==> config.mk <==
export PLATFORM = sky130hd
export DESIGN_NAME = kpd_queue
export DESIGN_NICKNAME = d
export VERILOG_FILES = /design/src/sv/kpd_pkg.sv /design/src/sv/kpd_queue.sv
export SDC_FILE = /design/constraint.sdc
export NUM_CORES = 1
export LEC_CHECK = 0
export ABC_CLOCK_PERIOD_IN_PS = 2250
export BUFFER_PORTS_ARGS = -buffer_cell sky130_fd_sc_hd__clkbuf_2
export CAP_MARGIN = 20
export CORE_ASPECT_RATIO = 0.9
export CORE_MARGIN = 2
export CORE_UTILIZATION = 57
export CTS_BUF_LIST = sky130_fd_sc_hd__clkbuf_8
export DETAILED_ROUTE_END_ITERATION = 8
export PLACE_DENSITY = 0.94
export SLEW_MARGIN = 20
export SYNTH_ARGS = -nofsm -noshare
export SYNTH_HDL_FRONTEND = slang
export SYNTH_SLANG_ARGS = --single-unit
==> constraint.sdc <==
create_clock -name aclk -period 2.25 [get_ports aclk]
set_clock_uncertainty 0.05 [all_clocks]
set_input_delay 0.1125 -clock aclk [delete_from_list [all_inputs] [get_ports aclk]]
set_output_delay 0.1125 -clock aclk [all_outputs]
set_load 0.01 [all_outputs]
==> src/sv/kpd_pkg.sv <==
// types and constants shared by the keyword presence detector modules
`default_nettype none

package kpd_pkg;

    localparam int MAX_WORDS_DEF = 32;
    localparam int MAX_LEN_DEF   = 32;

    localparam int CHAR_W     = 8;
    localparam int WIDX_W     = 5;
    localparam int POS_W      = 5;
    localparam int FUNC_W     = 2;
    localparam int KLEN_W     = 6;   // stored keyword length, at most 32
    localparam int CMP_W      = 7;   // common width for length compares
    localparam int CFG_W      = 6;
    localparam int FOUND_W    = 32;
    localparam int S_TDATA_W  = 24;
    localparam int Q_DEPTH    = 2;
    localparam int Q_AW       = 1;
    localparam int Q_CNT_W    = 2;

    localparam logic [CHAR_W-1:0] SPACE_CHAR = 8'h20;

    typedef enum logic [FUNC_W-1:0] {
        FUNC_LOAD  = 2'd0,
        FUNC_CLEAR = 2'd1,
        FUNC_TEXT  = 2'd2,
        FUNC_EOL   = 2'd3
    } func_t;

    typedef enum logic [2:0] {
        OP_NONE,
        OP_LOAD,
        OP_CLEAR,
        OP_CHAR,
        OP_END
    } op_kind_t;

    typedef struct packed {
        op_kind_t            kind;
        logic [WIDX_W-1:0]   word_index;
        logic [POS_W-1:0]    char_pos;
        logic                eval;        // token ended non-empty and not too long
    } op_ctl_t;

endpackage

`default_nettype wire

==> src/sv/kpd_queue.sv <==
// short fifo between front and back end
`default_nettype none

module kpd_queue #(
    parameter int WIDTH = 8
) (
    input  wire logic             aclk,
    input  wire logic             aresetn,
    input  wire logic             in_valid,
    output logic                  in_ready,
    input  wire logic [WIDTH-1:0] in_data,
    output logic                  out_valid,
    input  wire logic             out_ready,
    output logic      [WIDTH-1:0] out_data
);

    import kpd_pkg::*;

    logic [WIDTH-1:0]   slot_reg [Q_DEPTH];
    logic [Q_AW-1:0]    wr_ptr_reg, wr_ptr_next;
    logic [Q_AW-1:0]    rd_ptr_reg, rd_ptr_next;
    logic [Q_CNT_W-1:0] count_reg, count_next;
    logic               push;
    logic               pop;

    assign in_ready  = count_reg != Q_CNT_W'(Q_DEPTH);
    assign out_valid = count_reg != '0;
    assign push      = in_valid && in_ready;
    assign pop       = out_valid && out_ready;
    assign out_data  = slot_reg[rd_ptr_reg];

    always_comb begin
        wr_ptr_next = push ? wr_ptr_reg + Q_AW'(1) : wr_ptr_reg;
        rd_ptr_next = pop ? rd_ptr_reg + Q_AW'(1) : rd_ptr_reg;
        count_next  = count_reg + Q_CNT_W'(push) - Q_CNT_W'(pop);
    end

    always_ff @(posedge aclk) begin
        if (!aresetn) begin
            wr_ptr_reg <= '0;
            rd_ptr_reg <= '0;
            count_reg  <= '0;
        end else begin
            wr_ptr_reg <= wr_ptr_next;
            rd_ptr_reg <= rd_ptr_next;
            count_reg  <= count_next;
        end
    end

    always_ff @(posedge aclk) begin
        if (push) begin
            slot_reg[wr_ptr_reg] <= in_data;
        end
    end

endmodule

`default_nettype wire

# Word-level counts from Yosys, hierarchy flattened
# Memory sizes are Yosys's and may differ from the RTL's. A register that Yosys moved wholly into a read port is not among the register bits.
# Index checks and enable logic that the tools add are counted.
dict set report op_classes {
  n_addsub 4
  mul 0
  n_div 0
  magnitude_cmp 0
  n_eq_ne 1
  shifts 0
  mux 4
  bitwise_logic 0
  reduce_logical 3
}
# operator count
set ops {}
lappend ops {{1-bit two-way mux} 4}
lappend ops {{1-bit adder (second input constant)} 2}
lappend ops {{2-bit by 1-bit adder with 2-bit output} 1}
lappend ops {{1-bit logical AND} 2}
lappend ops {{2-bit != test (second input constant)} 1}
lappend ops {{2-bit nonzero test} 1}
lappend ops {{2-bit by 1-bit subtractor with 2-bit output} 1}
dict set report word_totals {
  regBits 4
  latch_bits 0
  ramBits 16
  mem_bits_ro 0
  in_bits 12
  out_inout_bits 10
  wordCells 16
  mem_count 1
}
# name depth word_bits rd rd_ports_with_merged_regs write_ports line
set memory_table {}
lappend memory_table {slot_reg 2 8 1 1 1 kpd_queue.sv:19} ;# logic [WIDTH-1:0] slot_reg [Q_DEPTH];

# Depth between registers and ports, before layout
# Gate-level depths: netlist of run 1.
dict set report depth {
  ltp_word 4
  ltp_mapped 6
  mapped_depth_nobuf 6
}

# Least setup slack after synthesis of run 1
# OpenSTA, ideal clock, no wires.
dict set report synth_path {
  kind {register to register}
  startpoint {register count_reg[0]}
  endpoint {register count_reg[0]}
  setup_ns 0.115
  t_arrival_ns 1.199
  required_ns 2.085
  slack_ns 0.886
  stages_incl_launch_ff 6
  n_path_buf 0
  synth_period_minus_slack_ns 1.364
  path_cell_list {dfxtp_1 or2_1 o21ai_0 nor2_1 ha_1 and2_1}
}
dict set report synth_via {
  elab_cells_between_ends 6
  cone_classes {2 x add/sub; 1 x eq/ne; 3 x reduce/logical}
}
# item line
set synth_rtl {}
lappend synth_rtl {{from (decl)} kpd_queue.sv:22} ;# logic [Q_CNT_W-1:0] count_reg, count_next;
lappend synth_rtl {{from (signal assigned)} kpd_queue.sv:46} ;# count_reg <= count_next;
lappend synth_rtl {{2-bit nonzero test} kpd_queue.sv:27} ;# assign out_valid = count_reg != '0;
lappend synth_rtl {{net out_valid} kpd_queue.sv:12} ;# output logic out_valid,
lappend synth_rtl {{1-bit logical AND} kpd_queue.sv:29} ;# assign pop = out_valid && out_ready;
lappend synth_rtl {{2-bit by 1-bit subtractor with 2-bit output} kpd_queue.sv:35} ;# count_next = count_reg + Q_CNT_W'(push) - Q_CNT_W'(pop);
lappend synth_rtl {{net count_next[0]} kpd_queue.sv:22}
# The timed path passes the listed nets, and every way through them passes these cells.
# A chain may end at the register's enable or synchronous reset.

==> reports/results.txt, run 1 <==
Worst max-slew margin expressed relative to the limit: 0.768
Worst-case setup margin in the final layout: 0.792 ns
Area share of the leading cell type in the synthesized netlist: 0.568
Syn Nets: 67
Placed Instance Area: 965 sq um
Slew Viols, Final: 0
Clock tree from TritonCTS: built
Starting density of the core: 0.598
Via count normalized by instance count: 5.11
Cell taking the most area after synthesis: sky130_fd_sc_hd__edfxtp_1
Overflow left after global routing: 0
Compound-gate portion of the synthesized area: 0.0621
Fin. Hold Viols: 0
Top FF cell, synth: sky130_fd_sc_hd__edfxtp_1
Endpoint class of the critical path: output pin
Dominant cell by count in the synthesized netlist: sky130_fd_sc_hd__edfxtp_1
Count of input and output buffers: 21
Count of routing violations after the opening detailed-route iteration: 6
Largest delay share family, worst path: flip-flops
Growth of design area from synthesis to finish: 27.7%
Clock transition time at the flip-flop clock pins of the worst setup and hold paths: 0.07 ns
Post-Syn Area per Cell: 15.7 sq um
Count of pins on the block boundary: 22
Buffer levels on the longest clock path: 2
Share of the yosys chip area belonging to registers: 0.686
Via count: 511
Post-synthesis mux area share: 0.118
Fin area: 0.00108 sq mm
Number of buffer and inverter instances along the worst setup path: 1
Final Hold Slack: 0.00332 ns
Area share of and/or/nand/nor cells after synthesis: 0.0976
Total clock sinks: 21
Cells along the critical path: mux2_2 -> clkbuf_2
Final setup viols: 0
Routed met1 length: 585 um
Post-route minimum period: 1.46 ns
Largest fanout of any net on the critical path: 8
Global-route wire length before repair: 1810 um
Arrival @ worst endpoint: 1.30 ns
DR top layer: met4
YS warnings: 0
Transition time at the pin with the least slew margin: 0.348 ns
Initial antenna violation count: 0
Standard-cell row count: 13
Portion of the clock cycle consumed by the worst path in the final layout: 0.648
Max Fclk: 686 MHz
Pin count of the biggest net entering global routing: 12
Detailed route wirelength on metal2: 750 um
Static Leak: 0.431 nW
H-Tree Level Count: 1
Hold/Removal Path Class: input port to register
Number of cells in the finished layout apart from fillers: 100
Netlist cell types: 23
Delay contributed by the slowest stage of the critical path: 0.53 ns
Met3 wire len: 36 um
Cell Area, Synth: 846 sq um
Reg-to-reg setup timing slack: 0.86 ns
DRC errors left: 0
Hold Crit Start: in_data[3]
Pwr/cell area: 914 mW/mm^2
Quantity of gates resized following cts: 0
Vias in the first global route: 446
Result of the run: finished clean
Top cells by area in the synthesized netlist: sky130_fd_sc_hd__edfxtp_1, sky130_fd_sc_hd__dfxtp_1, sky130_fd_sc_hd__mux2_2
Post-synthesis instance total: 54
Placeable core region: 0.00142 sq mm
Number of enable flip-flop cells after synthesis: 16
Critical setup path kind: register to output pin
Number of flip-flops under the largest register name: 16
Crit Reg-Reg Startpoint: count_reg[0]
Number of buffers added to fix hold violations after cts: 2
Width of the chip: 44.6 um
Max-cap violations: 0
Number of buffers inserted during clock tree synthesis: 3
Post-CTS Setup Repair Bufs: 0
Wire per inst: 13.9 um
Total inserted antenna cells: 0
Detailed-routing iteration count for the pre-antenna-repair pass: 4
Required time at the worst-slack endpoint: 2.09 ns
Share of synthesized cell area in full adder, half adder and majority cells: 0.0148
Main combinational cell family by area after synthesis: multiplexers
Commonest cells in the synthesized netlist: sky130_fd_sc_hd__edfxtp_1, sky130_fd_sc_hd__mux2_2, sky130_fd_sc_hd__dfxtp_1
Setup repair after global routing missed its margin: false
Net total in the final layout: 99
Xor and xnor area share after synthesis: 0.0104
Worst setup slack before clock tree synthesis: 0.867 ns
Crit-path slowest cell: sky130_fd_sc_hd__dfxtp_1
Setup TNS: 0 ns
Asr flop ratio synth: 0
Clock Latency Late Sink: 0.25 ns
Gpl congestion: 0.761
Root Driver: sky130_fd_sc_hd__clkbuf_8
Wire length reported by the detailed router: 1390 um
Number of synthesized register bits: 21
Worst vdd rail ir drop: 0.585 mV
Die area: 0.00181 sq mm
Number of cells after detailed placement: 89
Layout cells sized above 1: 0.424
Startpoint types: register
Final HPWL from detailed placement: 979 um
Post-DRT Antenna Nets: 0
Tot GR Track Use: 0.155
Die height: 40.5 um
routing by layer:
layer  track usage  vias up
met5             0        -
met4         0.114        0
li1              -      260
met1         0.166      239
met3        0.0405        2
met2         0.268       10
final timing paths:
path,end,depth (start not counted)
setup / recovery,out_data[3],2
hold / removal,slot_reg[0][3],1
setup reg to reg,slot_reg[0][7],3
hold reg to reg,register,2
metrics by stage:
step                      power (mW)  utilization
after global placement         0.748        0.682
final                          0.987        0.763
after global routing            1.04        0.763
after floorplan                0.677            -
after CTS                      0.989        0.728
after detailed placement       0.760        0.682
cell usage in the layout (no fill, tap or decap), types with 2 or more instances in the layout:
master	n
sky130_fd_sc_hd__dfxtp_1	5
sky130_fd_sc_hd__clkbuf_2	21
sky130_fd_sc_hd__mux2_2	8
sky130_fd_sc_hd__inv_1	2
sky130_fd_sc_hd__and2_1	3
sky130_fd_sc_hd__nand3_1	2
sky130_fd_sc_hd__edfxtp_1	16
sky130_fd_sc_hd__clkbuf_8	3
sky130_fd_sc_hd__nand2_1	2
sky130_fd_sc_hd__dlygate4sd3_1	7
sky130_fd_sc_hd__nand2b_1	2
area by class of cell:
| cell class | instances | area, sq um |
|---|---|---|
| flip-flops and latches | 21 | 581 |
| well taps | 15 | 18.8 |
| multi-input cells | 31 | 256 |
| inverters | 1 | 3.75 |
| clock buffers | 3 | 41.3 |
| fillers | 88 | 335 |
| repair buffers | 28 | 175 |
| clock inverters | 1 | 3.75 |
power breakdown:
group	total (mW)	internal [mW]	leakage (nW)	switching, mW
Combinational	0.242	0.131	0.213	0.111
Clock	0.228	0.121	0.0269	0.107
Sequential	0.517	0.475	0.191	0.0421
Total	0.987	0.727	0.431	0.260
cell families after synthesis:
kind of cell             Yosys count
AO/OA/AOI/OAI                      6
XOR/XNOR                           1
adder cells (fa/ha/maj)            1
buffers and inverters              2
flip-flops                        21
multiplexers                       9
AND/OR/NAND/NOR                   14
(Power assumes the default switching activity.)
==> inputs of run 2 (changes only) <==
--- a/config.mk
+++ b/config.mk
@@ -5,15 +5,15 @@
 export SDC_FILE = /design/constraint.sdc
 export NUM_CORES = 1
 export LEC_CHECK = 0
-export ABC_CLOCK_PERIOD_IN_PS = 2250
+export ABC_CLOCK_PERIOD_IN_PS = 1250
 export BUFFER_PORTS_ARGS = -buffer_cell sky130_fd_sc_hd__clkbuf_2
 export CAP_MARGIN = 20
 export CORE_ASPECT_RATIO = 0.9
 export CORE_MARGIN = 2
-export CORE_UTILIZATION = 57
+export CORE_UTILIZATION = 48
 export CTS_BUF_LIST = sky130_fd_sc_hd__clkbuf_8
 export DETAILED_ROUTE_END_ITERATION = 8
-export PLACE_DENSITY = 0.94
+export PLACE_DENSITY = 0.85
 export SLEW_MARGIN = 20
 export SYNTH_ARGS = -nofsm -noshare
 export SYNTH_HDL_FRONTEND = slang
==> constraint.sdc (replaced) <==
create_clock -name aclk -period 1.25 [get_ports aclk]
set_clock_uncertainty 0.05 [all_clocks]
set_input_delay 0.0625 -clock aclk [delete_from_list [all_inputs] [get_ports aclk]]
set_output_delay 0.0625 -clock aclk [all_outputs]
set_load 0.01 [all_outputs]
==> run 2 against run 1 <==
  * The flow now finishes with violations (negative setup slack)
  * Via count up 6.3%
  * Utilization down 1.6 points
  * Hold slack better by 0.085 ns
  * Sequential power up 77%
  * Critical path type is now register to register
  * Clock power up 78%
==> reports/results.txt, run 2 (synthesis gave the netlist of run 1 again) <==
Result of the run: finished with violations
Violations in the final reports: negative setup slack
Tot GR Track Use: 0.150 (-0.00428)
Worst max-slew margin expressed relative to the limit: 0.816 (+0.0488)
Count of pins on the block boundary: 22 (unchanged)
Number of buffers inserted during clock tree synthesis: 3 (unchanged)
Commonest non-fill, non-tap cells in the layout: sky130_fd_sc_hd__edfxtp_1, sky130_fd_sc_hd__clkbuf_2, sky130_fd_sc_hd__mux2_4, sky130_fd_sc_hd__dlygate4sd3_1, sky130_fd_sc_hd__buf_6
Setup repair after global routing missed its margin: true
Max Fclk: 752 MHz
Hold/Removal Path Class: input port to register
Endpoint class of the critical path: register
Count of routing violations after the opening detailed-route iteration: 4 (-2)
Wire length reported by the detailed router: 1530 um (+11%)
Sequential cell fraction of total power: 0.448 (-0.076)
Number of cells after detailed placement: 101 (+13%)
Initial antenna violation count: 0 (unchanged)
Width of the chip: 48.3 um (+8.2%)
Pin count of the biggest net entering global routing: 12 (unchanged)
Via count normalized by instance count: 4.81 (-6.0%)
Vias in the first global route: 529 (+19%)
Net Sw Frac: 0.260 (-0.00348)
Largest fanout of any net on the critical path: 4 (-4)
Combinational fraction of design power: 0.353 (+0.108)
Die area: 0.00211 sq mm (+17%)
Number of cells in the finished layout apart from fillers: 113 (+13%)
Startpoint types: register
Fin area: 0.00124 sq mm (+15%)
Max-cap violations: 0 (unchanged)
H-Tree Level Count: 1 (unchanged)
Buffer levels on the longest clock path: 2 (unchanged)
Die height: 43.8 um (+8.1%)
Final setup viols: 10 (+10)
Growth of design area from synthesis to finish: 46.9%
Worst-case setup margin in the final layout: -0.0797 ns (-0.872 ns)
Wire per inst: 13.5 um (-2.2%)
Global-route wire length before repair: 2190 um (+21%)
Standard-cell row count: 14 (+1)
Overflow left after global routing: 0 (unchanged)
Root Driver: sky130_fd_sc_hd__clkbuf_8
Setup TNS: -0.220 ns (-0.220 ns)
Clock tree from TritonCTS: built
Clock transition time at the flip-flop clock pins of the worst setup and hold paths: 0.07 ns (about the same)
Clock group share of total power: 0.199 (-0.032)
Number of flip-flops under the largest register name: 16 (unchanged)
Internal power: 1.51 mW (+110%)
Placed Instance Area: 0.00102 sq mm (+6.2%)
Placeable core region: 0.00166 sq mm (+18%)
Reg-to-reg setup timing slack: -0.08 ns (-0.94 ns)
Post-DRT Antenna Nets: 0 (unchanged)
Gpl congestion: 0.669 (-12%)
Static Leak: 0.501 nW (+16%)
Number of filler instances in the final layout: 109 (+24%)
Critical setup path kind: register to register
Post-route minimum period: 1.33 ns
Total clock sinks: 21 (unchanged)
Final Hold Slack: 0.0885 ns (+0.0852 ns)
Arrival @ worst endpoint: 1.46 ns (+0.16 ns)
Portion of the clock cycle consumed by the worst path in the final layout: 1.06
Required time at the worst-slack endpoint: 1.38 ns (-0.71 ns)
Layout cells sized above 1: 0.539 (+0.116)
Net total in the final layout: 103 (+4.0%)
Starting density of the core: 0.508 (-0.0894)
Core utilization of the finished layout: 0.747 (-0.0164)
Worst vdd rail ir drop: 1.09 mV (+87%)
DRC errors left: 0 (unchanged)
Most common cell after layout, fill and taps aside: sky130_fd_sc_hd__edfxtp_1
Total inserted antenna cells: 0 (unchanged)
Switching power total: 0.530 mW (+100%)
Count of input and output buffers: 21 (unchanged)
Clock Latency Late Sink: 0.25 ns (about the same)
Transition time at the pin with the least slew margin: 0.275 ns (-0.0731 ns)
Detailed-routing iteration count for the pre-antenna-repair pass: 4 (unchanged)
Slew Viols, Final: 0 (unchanged)
Via count: 543 (+6.3%)
Pwr/cell area: 1640 mW/mm^2 (+80%)
Final HPWL from detailed placement: 970 um (-0.93%)
Fin. Hold Viols: 0 (unchanged)
run 2: cell count changes in the layout (fill, tap and decap cells not counted), sizes merged:
cell,delta
buf,+10
clkbuf,-7
dlygate4sd3,+1
run 2: worst paths after layout:
kind | startpoint | end | cells past startpoint
worst max-delay path | count_reg[0] | count_reg[1] | 6
worst min-delay path | aresetn | count_reg[1] | 3
worst max register to register | count_reg[0] | count_reg[1] | 6
worst min register to register | rd_ptr_reg | register | 2
run 2: metal layers:
layer	wire length, um	up-vias	GRT usage
li1	-	269	-
met1	614	256	0.168
met2	830	18	0.268
met3	86	0	0.0250
met4	0	0	0.0649
met5	0	-	0
run 2: what timing repair did:
action,in CTS,in global routing
endpoints found under the hold margin,16,0
setup buffers,0,0
setup endpoints to repair,10,10
pin swaps,2,1
gates resized for setup,13,15
hold buffers,8,0
run 2: metrics by stage:
step	power, mW	setup WS [ns]
final	2.04	-0.0797
after global routing	2.15	-0.142
after CTS	1.98	-0.0642
after detailed placement	1.48	-0.0927
after global placement	1.45	-0.0392
after floorplan	1.25	-0.0585
run 2: layout make-up:
| type | count | area (sq um) | share of cell area |
|---|---|---|---|
| tap | 24 | 30.0 | 0.0242 |
| inverter | 1 | 3.75 | 0.00302 |
| clock inverter | 1 | 3.75 | 0.00302 |
| sequential | 21 | 587 | 0.472 |
| multi-input combinational | 31 | 313 | 0.252 |
| timing repair buffer | 32 | 264 | 0.212 |
| clock buffer | 3 | 41.3 | 0.0332 |
run 2: worst max-delay path: stages, from the launching register on:
cell and delay, ns:
sky130_fd_sc_hd__dfxtp_2 0.34, sky130_fd_sc_hd__or2_4 0.26, sky130_fd_sc_hd__o21ai_2 0.12, sky130_fd_sc_hd__nor2_1 0.06, sky130_fd_sc_hd__ha_2 0.17, sky130_fd_sc_hd__nand2b_4 0.13, sky130_fd_sc_hd__mux2i_1 0.12
run 2: power groups by stage:
stage	Combinational (mW)	Clock (mW)	Sequential (mW)
floorplan	0.337	0	0.916
detailed placement	0.554	0	0.922
CTS	0.645	0.418	0.914
global placement	0.536	0	0.914
finish	0.721	0.406	0.915
global route	0.780	0.444	0.923
==> inputs of run 3 (changes only) <==
--- a/config.mk
+++ b/config.mk
@@ -6,14 +6,17 @@
 export NUM_CORES = 1
 export LEC_CHECK = 0
 export ABC_CLOCK_PERIOD_IN_PS = 1250
-export BUFFER_PORTS_ARGS = -buffer_cell sky130_fd_sc_hd__clkbuf_2
 export CAP_MARGIN = 20
+export CELL_PAD_IN_SITES_DETAIL_PLACEMENT = 1
+export CELL_PAD_IN_SITES_GLOBAL_PLACEMENT = 2
 export CORE_ASPECT_RATIO = 0.9
 export CORE_MARGIN = 2
-export CORE_UTILIZATION = 48
+export CORE_UTILIZATION = 39
 export CTS_BUF_LIST = sky130_fd_sc_hd__clkbuf_8
 export DETAILED_ROUTE_END_ITERATION = 8
-export PLACE_DENSITY = 0.85
+export DONT_BUFFER_PORTS = 1
+export PLACE_DENSITY = 0.84
+export SETUP_SLACK_MARGIN = 0.1
 export SLEW_MARGIN = 20
 export SYNTH_ARGS = -nofsm -noshare
 export SYNTH_HDL_FRONTEND = slang
==> run 3 against run 2 <==
  * The run still ends with negative setup slack left
  * Global-route usage is 0.67 points lower
  * Combinational power is 24% lower
  * Register-to-register slack hardly changed
  * Hold slack worse by 0.075 ns
  * First-iteration DRC count stayed put
  * Via count is 11% lower
  * Routed wire length is 1.1% lower
  * Critical path type unchanged
  * Highest routed layer unchanged
==> reports/results.txt, run 3 (synthesis gave the netlist of run 1 again) <==
Result of the run: finished with violations
Violations in the final reports: negative setup slack
Worst setup slack before clock tree synthesis: -0.0857 ns (+0.00702 ns)
Pin count of the biggest net entering global routing: 13 (+1)
Arrival @ worst endpoint: 1.42 ns (-0.04 ns)
Critical setup path kind: register to register
Wire length reported by the detailed router: 1510 um (-1.1%)
Via count normalized by instance count: 4.93 (+2.6%)
Layout cells sized above 1: 0.425 (-0.115)
Switching power total: 0.507 mW (-4.3%)
Starting density of the core: 0.425 (-0.0831)
Total clock sinks: 21 (unchanged)
Net total in the final layout: 87 (-16%)
DRC errors left: 0 (unchanged)
Overflow left after global routing: 0 (unchanged)
Sequential cell fraction of total power: 0.494 (+0.046)
Count of routing violations after the opening detailed-route iteration: 4 (unchanged)
Via count: 483 (-11%)
Cells along the critical path: or2_4 -> o21ai_2 -> nor2_1 -> ha_2 -> and2_1
Tot GR Track Use: 0.144 (-0.00670)
Worst vdd rail ir drop: 1.27 mV (+17%)
GR Layer Usage met1: 0.150 (-0.0177)
Hold/Removal Path Class: input port to register
Largest fanout of any net on the critical path: 3 (-1)
Number of flip-flops under the largest register name: 16 (unchanged)
Final Hold Slack: 0.0134 ns (-0.0751 ns)
Standard-cell row count: 15 (+1)
Reg-to-reg setup timing slack: -0.07 ns (about the same)
Required time at the worst-slack endpoint: 1.35 ns (-0.03 ns)
Slew Viols, Final: 0 (unchanged)
Most common cell after layout, fill and taps aside: sky130_fd_sc_hd__edfxtp_1
Delay contributed by the slowest stage of the critical path: 0.36 ns (+0.02 ns)
GRT met2 Usage: 0.280 (+0.0116)
Clock group share of total power: 0.221 (+0.022)
Internal power: 1.41 mW (-6.6%)
Detailed-routing iteration count for the pre-antenna-repair pass: 2 (-2)
Endpoint class of the critical path: register
Total power after layout: 1.92 mW (-6.0%)
Busiest layer in global routing: met2
Count of pins on the block boundary: 22 (unchanged)
Commonest non-fill, non-tap cells in the layout: sky130_fd_sc_hd__edfxtp_1, sky130_fd_sc_hd__dlygate4sd3_1, sky130_fd_sc_hd__mux2_4, sky130_fd_sc_hd__buf_4
Global-route wire length before repair: 2480 um (+13%)
Combinational fraction of design power: 0.285 (-0.068)
Global-route track usage on met3: 0.0460 (+0.0210)
Die area: 0.00256 sq mm (+21%)
H-Tree Level Count: 1 (unchanged)
Crit-path slowest cell: sky130_fd_sc_hd__dfxtp_4
Clock Latency Late Sink: 0.26 ns (about the same)
Worst max-slew margin expressed relative to the limit: 0.812 (-0.00411)
Portion of the clock cycle consumed by the worst path in the final layout: 1.05 (-0.0115)
Transition time at the pin with the least slew margin: 0.281 ns (+0.00616 ns)
Final HPWL from detailed placement: 1060 um (+9.1%)
Max-cap violations: 0 (unchanged)
Count of input and output buffers: 0 (-100%)
Placeable core region: 0.00199 sq mm (+20%)
Post-route minimum period: 1.32 ns (-0.0143 ns)
Pwr/cell area: 1690 mW/mm^2 (+2.9%)
Setup repair after global routing missed its margin: true
Clock tree from TritonCTS: built
Clock transition time at the flip-flop clock pins of the worst setup and hold paths: 0.07 ns (about the same)
Startpoint types: register
Die height: 48.2 um (+9.9%)
Net Sw Frac: 0.264 (+0.00473)
Final setup viols: 2 (-8)
Wire per inst: 15.4 um (+14%)
Total inserted antenna cells: 0 (unchanged)
Gpl congestion: 0.595 (-11%)
Max Fclk: 760 MHz (+1.1%)
Post-DRT Antenna Nets: 0 (unchanged)
Static Leak: 0.417 nW (-17%)
Vias in the first global route: 566 (+7.0%)
Fin. Hold Viols: 0 (unchanged)
Number of buffers inserted during clock tree synthesis: 3 (unchanged)
Worst-case setup margin in the final layout: -0.0654 ns (+0.0143 ns)
Root Driver: sky130_fd_sc_hd__clkbuf_8
Initial antenna violation count: 0 (unchanged)
Width of the chip: 53.1 um (+10%)
Buffer levels on the longest clock path: 2 (unchanged)
Growth of design area from synthesis to finish: 34.2%
## run 3: path summary, 6_finish.rpt
kind                start            to  cells past startpoint
max          count_reg[1]  count_reg[0]                      5
min              in_valid  count_reg[1]                      2
max reg2reg  count_reg[1]  count_reg[0]                      5
min reg2reg    rd_ptr_reg      register                      2
## run 3: final cells by class
class | count | area [sq um]
fillers | 200 | 855
clock inverters | 1 | 5.00
multi-input cells | 31 | 317
flip-flops and latches | 21 | 589
inverters | 1 | 6.26
well taps | 25 | 31.3
repair buffers | 16 | 145
clock buffers | 3 | 41.3
## run 3: timing repair
item	4_1_cts	5_1_grt
pin swaps	1	1
setup endpoints to repair	26	26
hold endpoints to repair	21	0
hold buffers	10	0
setup buffers	0	0
gates resized for setup	6	10
## run 3: power by group through the flow
| stage | logic, mW | registers [mW] | clock network, mW |
|---|---|---|---|
| 3_5_place_dp | 0.458 | 0.944 | 0 |
| 4_1_cts | 0.513 | 0.934 | 0.442 |
| 2_1_floorplan | 0.337 | 0.916 | 0 |
| 3_3_place_gp | 0.449 | 0.936 | 0 |
| 6_report | 0.547 | 0.947 | 0.425 |
| 5_1_grt | 0.611 | 0.963 | 0.469 |
## run 3: metrics by stage
| stage | cell area [sq um] | cells | utilization | TNS [ns] |
|---|---|---|---|---|
| finish | 1130 | 98 | 0.570 | -0.128 |
| global route | 1130 | 98 | 0.570 | -0.314 |
| CTS | 1100 | 98 | 0.552 | -0.144 |
| detailed placement | 931 | 84 | 0.468 | -0.164 |
| global placement | 931 | 84 | 0.468 | -0.0934 |
| floorplan | 860 | 54 | - | -0.0949 |
## run 3: worst max-delay path: cells and delay by family (launching register included)
kind,cells,cell delay [ns]
fa+ha+maj,1,0.24
compound gates,1,0.12
simple gates,3,0.46
flops,1,0.36
## run 3: routing by layer
layer  share of wire  routed length [um]
met2            0.55                 837
met4               0                   0
met5               0                   0
met1            0.40                 603
met3           0.048                  72
