[src/sv/kpd_pkg.sv]
// types and constants shared by the keyword presence detector modules
`default_nettype none

package kpd_pkg;

    localparam int MAX_WORDS_DEF = 32;
    localparam int MAX_LEN_DEF   = 32;

    localparam int CHAR_W     = 8;
    localparam int WIDX_W     = 5;
    localparam int POS_W      = 5;
    localparam int FUNC_W     = 2;
    localparam int KLEN_W     = 6;   // stored keyword length, at most 32
    localparam int CMP_W      = 7;   // common width for length compares
    localparam int CFG_W      = 6;
    localparam int FOUND_W    = 32;
    localparam int S_TDATA_W  = 24;
    localparam int Q_DEPTH    = 2;
    localparam int Q_AW       = 1;
    localparam int Q_CNT_W    = 2;

    localparam logic [CHAR_W-1:0] SPACE_CHAR = 8'h20;

    typedef enum logic [FUNC_W-1:0] {
        FUNC_LOAD  = 2'd0,
        FUNC_CLEAR = 2'd1,
        FUNC_TEXT  = 2'd2,
        FUNC_EOL   = 2'd3
    } func_t;

    typedef enum logic [2:0] {
        OP_NONE,
        OP_LOAD,
        OP_CLEAR,
        OP_CHAR,
        OP_END
    } op_kind_t;

    typedef struct packed {
        op_kind_t            kind;
        logic [WIDX_W-1:0]   word_index;
        logic [POS_W-1:0]    char_pos;
        logic                eval;        // token ended non-empty and not too long
    } op_ctl_t;

endpackage

`default_nettype wire

[src/sv/kpd_back.sv]
// back end: keyword lengths, running match vector, found flags and output register
`default_nettype none

module kpd_back #(
    parameter int MAX_WORDS = kpd_pkg::MAX_WORDS_DEF,
    parameter int MAX_LEN   = kpd_pkg::MAX_LEN_DEF
) (
    input  wire logic                              aclk,
    input  wire logic                              aresetn,
    input  wire logic                              cfg_wr_en,
    input  wire logic [kpd_pkg::CFG_W-1:0]         cfg_wr_data,
    input  wire logic                              in_valid,
    output logic                                   in_ready,
    input  wire kpd_pkg::op_ctl_t                  in_ctl,
    input  wire logic [$clog2(MAX_LEN+1)-1:0]      in_tok_len,
    input  wire logic [MAX_WORDS-1:0]              in_eq,
    output logic                                   m_valid,
    input  wire logic                              m_ready,
    output logic [kpd_pkg::FOUND_W-1:0]            m_found_mask,
    output logic                                   m_token_hit
);

    import kpd_pkg::*;

    localparam int EXT_W = MAX_WORDS + FOUND_W;

    logic [CFG_W-1:0]     word_count_reg;
    logic [MAX_WORDS-1:0] match_reg, match_next;
    logic [MAX_WORDS-1:0] found_reg, found_next;
    logic [KLEN_W-1:0]    len_reg [MAX_WORDS];
    logic [KLEN_W-1:0]    len_next [MAX_WORDS];
    logic [MAX_WORDS-1:0] active;
    logic [MAX_WORDS-1:0] hits;
    logic                 hit_next;
    logic                 pop;
    logic                 m_valid_reg, m_valid_next;
    logic [FOUND_W-1:0]   m_found_reg, m_found_next;
    logic                 m_hit_reg;
    logic [EXT_W-1:0]     found_ext;

    assign in_ready = !m_valid_reg || m_ready;
    assign pop      = in_valid && in_ready;

    always_comb begin
        match_next = match_reg;
        found_next = found_reg;
        len_next   = len_reg;
        hit_next   = 1'b0;
        for (int i = 0; i < MAX_WORDS; i++) begin
            active[i] = int'(word_count_reg) > i;
            hits[i]   = match_reg[i] && active[i] &&
                        (CMP_W'(len_reg[i]) == CMP_W'(in_tok_len));
        end
        if (pop) begin
            unique case (in_ctl.kind)
                OP_NONE: begin
                end
                OP_LOAD: begin
                    for (int i = 0; i < MAX_WORDS; i++) begin
                        if (int'(in_ctl.word_index) == i) begin
                            len_next[i] = KLEN_W'(in_ctl.char_pos) + KLEN_W'(1);
                            if (in_ctl.char_pos == '0) begin
                                found_next[i] = 1'b0;
                            end
                        end
                    end
                end
                OP_CLEAR: begin
                    found_next = '0;
                end
                OP_CHAR: begin
                    match_next = match_reg & in_eq;
                end
                OP_END: begin
                    if (in_ctl.eval) begin
                        found_next = found_reg | hits;
                        hit_next   = |hits;
                    end
                    match_next = '1;
                end
                default: begin
                end
            endcase
        end
    end

    assign found_ext    = {{FOUND_W{1'b0}}, found_next};
    assign m_found_next = found_ext[FOUND_W-1:0];

    always_comb begin
        if (pop) begin
            m_valid_next = 1'b1;
        end else if (m_ready) begin
            m_valid_next = 1'b0;
        end else begin
            m_valid_next = m_valid_reg;
        end
    end

    always_ff @(posedge aclk) begin
        if (!aresetn) begin
            word_count_reg <= '0;
            match_reg      <= '1;
            found_reg      <= '0;
            m_valid_reg    <= 1'b0;
            for (int i = 0; i < MAX_WORDS; i++) begin
                len_reg[i] <= '0;
            end
        end else begin
            if (cfg_wr_en) begin
                word_count_reg <= cfg_wr_data;
            end
            match_reg   <= match_next;
            found_reg   <= found_next;
            len_reg     <= len_next;
            m_valid_reg <= m_valid_next;
        end
    end

    always_ff @(posedge aclk) begin
        if (pop) begin
            m_found_reg <= m_found_next;
            m_hit_reg   <= hit_next;
        end
    end

    assign m_valid      = m_valid_reg;
    assign m_found_mask = m_found_reg;
    assign m_token_hit  = m_hit_reg;

endmodule

`default_nettype wire

[config.mk]
export PLATFORM = sky130hd
export DESIGN_NAME = kpd_back
export DESIGN_NICKNAME = d
export VERILOG_FILES = /design/src/sv/kpd_pkg.sv /design/src/sv/kpd_back.sv
export SDC_FILE = /design/constraint.sdc
export NUM_CORES = 1
export LEC_CHECK = 0
export ABC_AREA = 0
export BUFFER_PORTS_ARGS = -buffer_cell sky130_fd_sc_hd__buf_2
export CORE_MARGIN = 10
export CORE_UTILIZATION = 63
export DETAILED_ROUTE_END_ITERATION = 6
export GPL_TIMING_DRIVEN = 0
export HOLD_SLACK_MARGIN = 0.08
export PLACE_DENSITY = 0.82
export SYNTH_ARGS = -nofsm -noshare
export SYNTH_HDL_FRONTEND = slang
export SYNTH_SLANG_ARGS = --single-unit
[constraint.sdc]
create_clock -name aclk -period 4.23 [get_ports aclk]
set_clock_uncertainty 0.05 [all_clocks]
set_input_delay 0.2115 -clock aclk [delete_from_list [all_inputs] [get_ports aclk]]
set_output_delay 0.2115 -clock aclk [all_outputs]
set_load 0.02 [all_outputs]
---- Word-level counts from Yosys, hierarchy flattened ----
Cells that the tools add are included.
storage, ports and cells
  bits in registers ....................... 296
  input bits .............................. 63
  output and inout bits ................... 35
  word-level logic and storage cells ...... 316
cells by class
  add/subtract/negate cells ............... 1
  order comparisons ....................... 32
  eq/ne operators ......................... 67
  multiplexer cells ....................... 70
  bitwise gates (word level) .............. 2
  reduce and logical (&&, ||, !) cells .... 106
operator list
  kind                   count
  $eq A6 B6 Y1           32
  $gt A6 B5 Y1 const B   16
  $pmux W32 S3           1
  $reduce_and A3 Y1      32
  $eq A5 B5 Y1 const B   16
  $mux W1                66
  $logic_and A1 B1 Y1    65
  $mux W32               2
  $pmux W32 S2           1
  $gt A6 B4 Y1 const B   8
  $eq A5 B4 Y1 const B   8
  $and A32 B32 Y32       1
  $or A32 B32 Y32        1
  $reduce_or A32 Y1      1
  $gt A6 B3 Y1 const B   4
  $eq A5 B3 Y1 const B   4
  $gt A6 B1 Y1 const B   2
  $gt A6 B2 Y1 const B   2
  $eq A5 B2 Y1 const B   2
  $logic_not A5 Y1       2
  $add A5 B1 Y6 const B  1
  $eq A3 B2 Y1 const B   2
  $eq A5 B1 Y1 const B   1
  $reduce_and A2 Y1      2
  other kinds (5)        6

---- Depth between registers and ports, before layout ----
Gate-level depths: netlist of run 1.
  depth in word-level cells ............... 7
  depth in mapped cells ................... 10
  mapped depth without buffers ............ 7

---- Worst setup path before layout of run 1 ----
Ideal clock, no wire load.
  path kind ............................... register to register
  start point ............................. reg m_valid_reg (netlist: m_valid)
  end point ............................... reg m_found_reg[0] (netlist: m_found_mask[0]) (data pin)
  library setup time ...................... 0.264 ns
  arrival time ............................ 1.972 ns
  data required time ...................... 3.916 ns
  path slack .............................. 1.944 ns
  cell stages (with the launch flop) ...... 7
  path buffers ............................ 2
  period minus slack after synthesis ...... 2.286 ns
  cell sequence ........................... dfxtp_1 > nand2b_1 > and2_1 > buf_2 > nor3b_1 > buf_2 > a21oi_1
on the way
  longest elaborated chain between the ends .. 4
RTL lines
  element                 RTL line         RTL
  start, declared         kpd_back.sv:36   logic m_valid_reg, m_valid_next;
  start signal, assigned  kpd_back.sv:116  m_valid_reg <= m_valid_next;
  $logic_not A1 Y1        kpd_back.sv:41   assign in_ready = !m_valid_reg || m_ready;
  $logic_or A1 B1 Y1      kpd_back.sv:41
  via in_ready            kpd_back.sv:13   output logic in_ready,
  $logic_and A1 B1 Y1     kpd_back.sv:42   assign pop = in_valid && in_ready;
  $mux W32                kpd_back.sv:54   if (pop) begin
  via found_next[0]       kpd_back.sv:29   logic [MAX_WORDS-1:0] found_reg, found_next;
  end signal, assigned    kpd_back.sv:122  m_found_reg <= m_found_next;
  end, declared           kpd_back.sv:37   logic [FOUND_W-1:0] m_found_reg, m_found_next;
The timed path passes the listed nets, and every way through them passes these cells.
A chain may end at the register's enable or synchronous reset.

---- Worst setup path in the final report of run 1 ----
  start point ............................. in in_ctl[1] (netlist bit)
  end point ............................... reg found_reg[11]
on the way
  longest elaborated chain between the ends .. 5
RTL lines
  element               RTL line         RTL
  start, declared       kpd_back.sv:14   input wire kpd_pkg::op_ctl_t in_ctl,
  $logic_not A5 Y1      kpd_back.sv:62   if (in_ctl.char_pos == '0) begin
  $mux W1               kpd_back.sv:62
  $mux W1               kpd_back.sv:60   if (int'(in_ctl.word_index) == i) begin
  $pmux W32 S3          kpd_back.sv:55   unique case (in_ctl.kind)
  $mux W32              kpd_back.sv:54
  via found_next[11]    kpd_back.sv:29
  end signal, assigned  kpd_back.sv:114  found_reg <= found_next;
  end, declared         kpd_back.sv:29
The timed path passes the listed nets, and every way through them passes these cells.

==> metrics.txt, run 1 <==
# TYPE chip_impl_metric gauge
chip_impl_metric{name="ff2ff_setup_slack",unit="ns"} 1.43
chip_impl_info{name="timing.critical_path.from_type",value="input pin"} 1
chip_impl_metric{name="nets",unit=""} 1721
chip_impl_info{name="post_synth_main_area_contributors",value="sky130_fd_sc_hd__dfxtp_1, sky130_fd_sc_hd__xnor2_1, sky130_fd_sc_hd__edfxtp_1"} 1
chip_impl_metric{name="total_power",unit="W"} 0.00608
chip_impl_info{name="endpoint_of_the_most_critical_register_to_register_path",value="match_reg[24]$_SDFFE_PN1P_"} 1
chip_impl_metric{name="layout_setup_ws",unit="ns"} 1.08
chip_impl_info{name="critical_path_class",value="input pin to register"} 1
chip_impl_metric{name="route.final.wire_length",unit="mm"} 44.7
chip_impl_metric{name="synth_seq_area_share",unit="%"} 46.3
chip_impl_metric{name="largest_register_ff_count",unit=""} 192
chip_impl_metric{name="antenna_diode_count",unit=""} 0
chip_impl_metric{name="gp_congestion",unit=""} 0.977
chip_impl_metric{name="detail_route.drc_violations",unit=""} 0
chip_impl_info{name="cts_tree",value="built"} 1
chip_impl_metric{name="synth-async-reset-ratio",unit="%"} 0
chip_impl_info{name="cts-root-buf",value="sky130_fd_sc_hd__clkbuf_16"} 1
chip_impl_metric{name="die_y",unit="um"} 166
chip_impl_metric{name="die_outline_area",unit="um^2"} 27700
chip_impl_metric{name="layout-drive-gt1-share",unit="%"} 13.8
chip_impl_metric{name="crit_path_max_incr_delay",unit="ns"} 0.94
chip_impl_metric{name="design.core.area",unit="um^2"} 21100
chip_impl_metric{name="dp_hpwl",unit="mm"} 30.4
chip_impl_info{name="critical-path-top-cell-by-count",value="sky130_fd_sc_hd__clkbuf_1"} 1
chip_impl_info{name="end_kind",value="register"} 1
chip_impl_metric{name="synth_seq_cells",unit=""} 296
chip_impl_info{name="cp_cell_sequence",value="buf_2, clkbuf_1, clkbuf_1, inv_1, ha_1, nor4b_1, nand2b_1, clkbuf_1, o21ai_0, a21oi_1, and2_1"} 1
chip_impl_metric{name="area_growth_syn_to_layout",unit="%"} 16.3
chip_impl_metric{name="syn_nets",unit=""} 1553
chip_impl_metric{name="grt_usage",unit="%"} 30.6
chip_impl_metric{name="slew_headroom",unit="%"} 19.7
chip_impl_info{name="outcome",value="finished, final reports clean"} 1
chip_impl_info{name="worst_hold_check_path_type",value="input pin to register"} 1
chip_impl_metric{name="final_hold_viol_count",unit=""} 0
chip_impl_metric{name="initial_core_util",unit="%"} 64.1
chip_impl_metric{name="dieWidth",unit="um"} 166
chip_impl_metric{name="global_route_wire_length_before_repair",unit="mm"} 67.9
chip_impl_metric{name="cts_htree_levels",unit=""} 1
chip_impl_metric{name="timing.hold.worst_path_depth",unit=""} 5
chip_impl_info{name="cp_slowest_cell",value="sky130_fd_sc_hd__nor4b_1"} 1
chip_impl_metric{name="cellPowerDensity",unit="nW/um^2"} 387
chip_impl_metric{name="clk_buf_depth",unit=""} 3
chip_impl_metric{name="yosysWarnings",unit=""} 0
chip_impl_metric{name="setup_viol",unit=""} 0
chip_impl_metric{name="dpl_worst_slack",unit="ns"} 0.704
chip_impl_metric{name="cts-buffers-inserted",unit=""} 30
chip_impl_metric{name="syn-instance-count",unit=""} 1488
chip_impl_metric{name="post_cts_buffers",unit=""} 0
chip_impl_info{name="grt_setup_unrepaired",value="false"} 1
chip_impl_metric{name="drt-vias-per-instance",unit=""} 6.27
chip_impl_metric{name="max_cap_viol_count",unit=""} 0
chip_impl_metric{name="fraction_of_the_cycle_the_final_worst_path_needs",unit="%"} 74.5
chip_impl_metric{name="max_freq",unit="GHz"} 0.317
chip_impl_info{name="final_common_cell",value="sky130_fd_sc_hd__dfxtp_1"} 1
chip_impl_metric{name="drt-initial-drc-count",unit=""} 1507
chip_impl_metric{name="number_of_global_route_vias_before_repair",unit=""} 11700
chip_impl_metric{name="detail_route.wl_per_cell",unit="um"} 22.9
chip_impl_metric{name="synthDistinctLibCells",unit=""} 47
chip_impl_info{name="postSynth.topFlopCell",value="sky130_fd_sc_hd__dfxtp_1"} 1
chip_impl_metric{name="maxSlewViolCount",unit=""} 0
chip_impl_metric{name="num_rows",unit=""} 53
chip_impl_metric{name="clock_insertion_delay_at_the_later_pin_of_the_skew_report",unit="ns"} 0.56
chip_impl_metric{name="tns",unit="ns"} 0
chip_impl_info{name="holdCritStartpoint",value="in_ctl[2]"} 1
chip_impl_metric{name="crit_arrival",unit="ns"} 3.56
chip_impl_metric{name="vias",unit=""} 12300
chip_impl_metric{name="total_leakage_power",unit="nW"} 5.11
chip_impl_metric{name="tightestPinTransition",unit="ns"} 1.19
chip_impl_metric{name="finalCriticalPeriod",unit="ns"} 3.15
chip_impl_metric{name="timing.critical_path.fanout_max",unit=""} 10
chip_impl_metric{name="ctsResizeCount",unit=""} 0
chip_impl_metric{name="crit_required",unit="ns"} 4.63
chip_impl_metric{name="worst_r2r_path_depth",unit=""} 7
chip_impl_metric{name="grt_antenna_before_repair",unit=""} 2
chip_impl_metric{name="path_clk_slew",unit="ns"} 0.06
chip_impl_metric{name="io_pins",unit=""} 98
chip_impl_metric{name="clock_sink_count",unit=""} 296
chip_impl_metric{name="synth.avg_cell_area",unit="um^2"} 9.08
chip_impl_metric{name="drt_pass1_iterations",unit=""} 6
chip_impl_metric{name="cts-hold-fix-buffers",unit=""} 46
chip_impl_metric{name="detail-route-antenna-nets",unit=""} 0
chip_impl_info{name="worst_hold_endpoint",value="len_reg[5]$_SDFFE_PN0P_"} 1
chip_impl_info{name="yosys.area.top_type",value="sky130_fd_sc_hd__dfxtp_1"} 1
chip_impl_metric{name="synthesis.area",unit="um^2"} 13500
chip_impl_metric{name="synth_enable_flop_cells",unit=""} 33
chip_impl_metric{name="timing.hold.ws",unit="ns"} 0.0981
chip_impl_metric{name="grt_start_max_net_pins",unit=""} 40
chip_impl_metric{name="port_buffers",unit=""} 90
chip_impl_info{name="rr_startpoint",value="m_valid$_SDFFE_PN0P_"} 1
chip_impl_metric{name="yosys.area.top_type_share",unit="%"} 39.0
chip_impl_metric{name="power.ir.vdd_worst",unit="V"} 0.000316
chip_impl_info{name="layout.cells.most_common_list",value="sky130_fd_sc_hd__dfxtp_1, sky130_fd_sc_hd__xnor2_1, sky130_fd_sc_hd__nor2_1, sky130_fd_sc_hd__a21oi_1, sky130_fd_sc_hd__o21ai_0"} 1
chip_impl_metric{name="overflow_left_after_global_routing",unit=""} 0
critical path: cells and delay by family:
| kind | cells | cell delay, ns |
|---|---|---|
| AND/OR/NAND/NOR | 3 | 1.49 |
| buffers and inverters | 5 | 1.30 |
| AO/OA/AOI/OAI | 2 | 0.40 |
| adder cells (fa/ha/maj) | 1 | 0.15 |
power by group:
| part | switching, W | internal, W | total (W) |
|---|---|---|---|
| clock | 0.00113 | 0.00145 | 0.00257 |
| sequential | 0.0000150 | 0.00287 | 0.00288 |
| combinational | 0.000415 | 0.000205 | 0.000620 |
how the worst max path moves through the flow:
stage	from	end	slack, ns
floorplan	m_valid$_SDFFE_PN0P_	m_found_mask[0]$_DFFE_PP_	1.94
global placement	in_ctl[1]	found_reg[29]$_SDFF_PN0_	0.77
detailed placement	in_ctl[1]	found_reg[13]$_SDFF_PN0_	0.70
CTS	in_ctl[1]	found_reg[13]$_SDFF_PN0_	1.25
global route	in_ctl[1]	found_reg[23]$_SDFF_PN0_	0.90
finish	in_ctl[1]	found_reg[11]$_SDFF_PN0_	1.08
metrics by stage:
step | cell area [um^2] | std cells | utilization, %
floorplan | 13500 | 1488 | -
global placement | 14300 | 1853 | 67.9
detailed placement | 14300 | 1853 | 67.9
CTS | 15700 | 1954 | 74.5
global route | 15700 | 1954 | 74.5
finish | 15700 | 1954 | 74.5
cell usage after synthesis, types with 33 or more instances:
| cell | instances |
|---|---|
| sky130_fd_sc_hd__a211oi_1 | 131 |
| sky130_fd_sc_hd__a21oi_1 | 136 |
| sky130_fd_sc_hd__and2_1 | 33 |
| sky130_fd_sc_hd__clkbuf_1 | 58 |
| sky130_fd_sc_hd__dfxtp_1 | 263 |
| sky130_fd_sc_hd__edfxtp_1 | 33 |
| sky130_fd_sc_hd__nand2_1 | 115 |
| sky130_fd_sc_hd__nand3_1 | 38 |
| sky130_fd_sc_hd__nand4_1 | 35 |
| sky130_fd_sc_hd__nor2_1 | 144 |
| sky130_fd_sc_hd__o21ai_0 | 133 |
| sky130_fd_sc_hd__xnor2_1 | 178 |
layer usage:
layer | GRT usage, % | vias to the layer above | wire length, um
met3 | 7.44 | 160 | 5390
li1 | - | 5537 | -
met2 | 47.1 | 810 | 19700
met5 | 0 | - | 16
met1 | 39.6 | 5743 | 17400
met4 | 14.5 | 2 | 2230
layout make-up:
cell class / count / area (um^2)
plain buffers: 109 / 603
clock inverters: 10 / 56.3
inverters: 6 / 22.5
fillers: 1538 / 5370
flip-flops and latches: 296 / 6260
multi-input cells: 1077 / 6640
well taps: 275 / 344
clock buffers: 45 / 888
repair buffers: 136 / 911
cells by family (layout without fill, tap and decap cells):
| family | Yosys count | in the layout | synth area share, % |
|---|---|---|---|
| xor gates and xnor gates | 196 | 196 | 12.7 |
| DFF | 296 | 296 | 46.3 |
| and+or+nand+nor | 455 | 455 | 17.4 |
| adders and majority gates | 2 | 2 | 0.185 |
| muxes | 6 | 6 | 0.444 |
| buffers and inverters | 115 | 306 | 4.63 |
| AOI/OAI and AO/OA | 418 | 418 | 18.4 |
Note: power is estimated with default switching activity, not from simulation.
==> run 2, diff against run 1 <==
- ABC_AREA: 0 -> 1
- CORE_UTILIZATION: 63 -> 55
- PLACE_DENSITY: 0.82 -> 0.75
- clock period: 4.23 -> 2.6 ns (I/O delays scaled with it)
==> run 2 against run 1 <==
Against the previous run: sequential cell count unchanged; die area increased by 23%; synthesized area increased by 10%; cell area increased by 11%; count of clock-buffer cells in the layout decreased by 1; critical path depth unchanged.
==> metrics.txt, run 2 <==
# TYPE chip_impl_metric gauge
chip_impl_metric{name="crit_required",unit="ns"} 2.80
chip_impl_metric{name="synth_seq_area_share",unit="%"} 42.0
chip_impl_metric{name="layout_setup_ws",unit="ns"} 0.00710
chip_impl_metric{name="total_power",unit="W"} 0.0110
chip_impl_info{name="synthMostInstantiatedCell",value="sky130_fd_sc_hd__nand2_1"} 1
chip_impl_metric{name="slew_headroom",unit="%"} 13.9
chip_impl_metric{name="placedCellCount",unit=""} 2662
chip_impl_metric{name="dp_hpwl",unit="mm"} 42.6
chip_impl_info{name="rr_startpoint",value="word_count_reg[1]$_SDFFE_PN0P_"} 1
chip_impl_metric{name="gp_congestion",unit=""} 1.05
chip_impl_metric{name="dpl_worst_slack",unit="ns"} -1.01
chip_impl_metric{name="syn-instance-count",unit=""} 2230
chip_impl_metric{name="finish.cell_count_without_fillers",unit=""} 2774
chip_impl_metric{name="layout-drive-gt1-share",unit="%"} 10.4
chip_impl_metric{name="port_buffers",unit=""} 91
chip_impl_metric{name="clock_insertion_delay_at_the_later_pin_of_the_skew_report",unit="ns"} 0.53
chip_impl_metric{name="finalCriticalPeriod",unit="ns"} 2.59
chip_impl_metric{name="cts-buffers-inserted",unit=""} 34
chip_impl_info{name="synth.cells.most_frequent",value="sky130_fd_sc_hd__nand2_1, sky130_fd_sc_hd__inv_1, sky130_fd_sc_hd__dfxtp_1"} 1
chip_impl_metric{name="grt_usage",unit="%"} 34.6
chip_impl_metric{name="timing.critical_path.fanout_max",unit=""} 9
chip_impl_metric{name="initial_core_util",unit="%"} 55.6
chip_impl_metric{name="postLayoutCoreUtil",unit="%"} 65.2
chip_impl_metric{name="detail_route.drc_violations",unit=""} 0
chip_impl_metric{name="proportion_of_power_drawn_by_the_clock_network",unit="%"} 46.2
chip_impl_metric{name="global_route_wire_length_before_repair",unit="mm"} 88.0
chip_impl_metric{name="largest_register_ff_count",unit=""} 192
chip_impl_metric{name="fillers",unit=""} 2434
chip_impl_metric{name="synthesis.area",unit="um^2"} 14900
chip_impl_info{name="cts-root-buf",value="sky130_fd_sc_hd__clkbuf_16"} 1
chip_impl_metric{name="drt_pass1_iterations",unit=""} 6
chip_impl_info{name="layout.cells.most_common_list",value="sky130_fd_sc_hd__nand2_1, sky130_fd_sc_hd__inv_1, sky130_fd_sc_hd__dfxtp_1, sky130_fd_sc_hd__nor2_1, sky130_fd_sc_hd__o21ai_0"} 1
chip_impl_info{name="critical_path_class",value="register to register"} 1
chip_impl_metric{name="syn_nets",unit=""} 2295
chip_impl_metric{name="yosysWarnings",unit=""} 0
chip_impl_metric{name="drt-initial-drc-count",unit=""} 2132
chip_impl_info{name="outcome",value="finished, final reports clean"} 1
chip_impl_metric{name="die_outline_area",unit="um^2"} 34000
chip_impl_metric{name="num_rows",unit=""} 60
chip_impl_info{name="worst_setup_path_startpoint",value="word_count_reg[1]$_SDFFE_PN0P_"} 1
chip_impl_metric{name="final_hold_viol_count",unit=""} 0
chip_impl_metric{name="path_clk_slew",unit="ns"} 0.07
chip_impl_metric{name="power.ir.vdd_worst",unit="V"} 0.000536
chip_impl_metric{name="max_freq",unit="GHz"} 0.386
chip_impl_info{name="grt_setup_unrepaired",value="false"} 1
chip_impl_metric{name="nets",unit=""} 2471
chip_impl_metric{name="tightestPinTransition",unit="ns"} 1.29
chip_impl_metric{name="use_met1",unit="%"} 45.1
chip_impl_metric{name="design.core.area",unit="um^2"} 26800
chip_impl_metric{name="dieWidth",unit="um"} 185
chip_impl_metric{name="cellPowerDensity",unit="nW/um^2"} 631
chip_impl_metric{name="die_y",unit="um"} 185
chip_impl_info{name="yosys.area.top_type",value="sky130_fd_sc_hd__dfxtp_1"} 1
chip_impl_metric{name="pwr-share-seq",unit="%"} 42.6
chip_impl_metric{name="number_of_global_route_vias_before_repair",unit=""} 14500
chip_impl_info{name="holdCritStartpoint",value="in_ctl[1]"} 1
chip_impl_metric{name="clock_sink_count",unit=""} 296
chip_impl_metric{name="area_growth_syn_to_layout",unit="%"} 17.3
chip_impl_metric{name="overflow_left_after_global_routing",unit=""} 0
chip_impl_metric{name="total_leakage_power",unit="nW"} 7.86
chip_impl_metric{name="route.final.wire_length",unit="mm"} 60.1
chip_impl_info{name="grt_busiest_layer",value="met2"} 1
chip_impl_metric{name="global_route.usage.met3",unit="%"} 7.72
chip_impl_info{name="post_synth_main_area_contributors",value="sky130_fd_sc_hd__dfxtp_1, sky130_fd_sc_hd__nand2_1, sky130_fd_sc_hd__o21ai_0"} 1
chip_impl_info{name="cts_tree",value="built"} 1
chip_impl_metric{name="cts_htree_levels",unit=""} 2
chip_impl_info{name="end_kind",value="register"} 1
chip_impl_metric{name="grt_antenna_before_repair",unit=""} 2
chip_impl_metric{name="io_pins",unit=""} 98
chip_impl_metric{name="drt-vias-per-instance",unit=""} 5.76
chip_impl_metric{name="vias",unit=""} 16000
chip_impl_metric{name="globalRouteMet2Util",unit="%"} 52.8
chip_impl_metric{name="fraction_of_the_cycle_the_final_worst_path_needs",unit="%"} 99.7
chip_impl_metric{name="setup_viol",unit=""} 0
chip_impl_info{name="timing.critical_path.from_type",value="register"} 1
chip_impl_info{name="final_common_cell",value="sky130_fd_sc_hd__nand2_1"} 1
chip_impl_metric{name="crit_arrival",unit="ns"} 2.80
chip_impl_metric{name="detail-route-antenna-nets",unit=""} 0
chip_impl_metric{name="synth_enable_flop_cells",unit=""} 33
chip_impl_metric{name="grt_start_max_net_pins",unit=""} 19
chip_impl_info{name="worst_hold_check_path_type",value="input pin to register"} 1
chip_impl_metric{name="synthDistinctLibCells",unit=""} 47
chip_impl_metric{name="max_cap_viol_count",unit=""} 0
chip_impl_metric{name="power.share.combinational",unit="%"} 11.2
chip_impl_metric{name="synth_seq_cells",unit=""} 296
chip_impl_metric{name="net_switching_component_of_the_power",unit="W"} 0.00296
chip_impl_metric{name="p_int",unit="W"} 0.00807
chip_impl_metric{name="yosys.area.top_type_share",unit="%"} 35.4
chip_impl_info{name="postSynth.topFlopCell",value="sky130_fd_sc_hd__dfxtp_1"} 1
chip_impl_metric{name="detail_route.wl_per_cell",unit="um"} 21.7
chip_impl_metric{name="maxSlewViolCount",unit=""} 0
chip_impl_metric{name="clk_buf_depth",unit=""} 3
chip_impl_metric{name="netSwitchingFraction",unit="%"} 26.8
chip_impl_metric{name="synth-async-reset-ratio",unit="%"} 0
chip_impl_metric{name="synth.avg_cell_area",unit="um^2"} 6.68
run 2: critical path, stage by stage, from the launching register on:
cell,delay (ns)
sky130_fd_sc_hd__dfxtp_1,0.30
sky130_fd_sc_hd__buf_2,0.22
sky130_fd_sc_hd__nor2_4,0.29
sky130_fd_sc_hd__nand2_1,0.15
sky130_fd_sc_hd__nor2_1,0.35
sky130_fd_sc_hd__nor2_1,0.09
sky130_fd_sc_hd__nand3_1,0.19
sky130_fd_sc_hd__nand2_1,0.09
sky130_fd_sc_hd__nor2_1,0.22
sky130_fd_sc_hd__nand2_1,0.13
sky130_fd_sc_hd__nor2_1,0.13
sky130_fd_sc_hd__a21oi_1,0.12
run 2: per-stage QoR:
stage          setup TNS, ns  hold slack, ns  area (um^2)
6_report                   0           0.116        17500
4_1_cts                    0          0.0860        17400
2_1_floorplan              0           0.218        14900
3_5_place_dp          -74.64           0.307        15800
5_1_grt                    0          0.0945        17500
3_3_place_gp          -68.77           0.301        15800
run 2: cell families (layout without fill, tap and decap cells):
| kind of cell | count (synthesis) | after routing | share of synthesized area (%) |
|---|---|---|---|
| and+or+nand+nor | 981 | 981 | 27.0 |
| xor gates and xnor gates | 35 | 35 | 2.06 |
| AOI/OAI and AO/OA | 515 | 515 | 18.0 |
| DFF | 296 | 296 | 42.0 |
| other | 0 | 1 | 0 |
| buffers and inverters | 401 | 603 | 10.7 |
| adders and majority gates | 2 | 2 | 0.168 |
run 2: worst paths after layout:
check	end	depth (start not counted)	slack [ns]
worst max register to register	m_token_hit$_SDFFCE_PN0P_	11	0.007
worst min-delay path	len_reg[24]$_SDFFE_PN0P_	3	0.12
worst min register to register	match_reg[29]$_SDFFE_PN1P_	2	0.41
worst max-delay path	m_token_hit$_SDFFCE_PN0P_	11	0.007
run 2: power groups by stage:
stage	Sequential [W]	Clock (W)	Combinational, W
2_1_floorplan	0.00482	0	0.000606
3_3_place_gp	0.00480	0	0.00110
3_5_place_dp	0.00480	0	0.00111
4_1_cts	0.00470	0.00509	0.00117
5_1_grt	0.00470	0.00528	0.00129
6_report	0.00470	0.00510	0.00123
run 2: cell type report:
class	count	area (um^2)	share of cell area (%)
diodes	1	2.50	0.0143
plain buffers	104	474	2.71
clock buffers	44	982	5.62
clock inverters	18	196	1.12
inverters	296	1120	6.43
multi-input cells	1533	7060	40.4
flip-flops and latches	296	6260	35.8
well taps	341	427	2.44
repair buffers	140	938	5.37
repair inverters	1	5.00	0.0286
run 2: repair_timing:
action                     CTS  global route
setup buffers                0             3
hold buffers                46             0
resized for setup            6             6
gates cloned                 1             0
setup endpoints to repair   94            15
hold endpoints to repair    45             0
run 2: metal layers:
layer | up-vias | wire length (um)
met5 | - | 12
met4 | 2 | 3370
met2 | 1127 | 25300
li1 | 7440 | -
met1 | 7189 | 22800
met3 | 221 | 8600
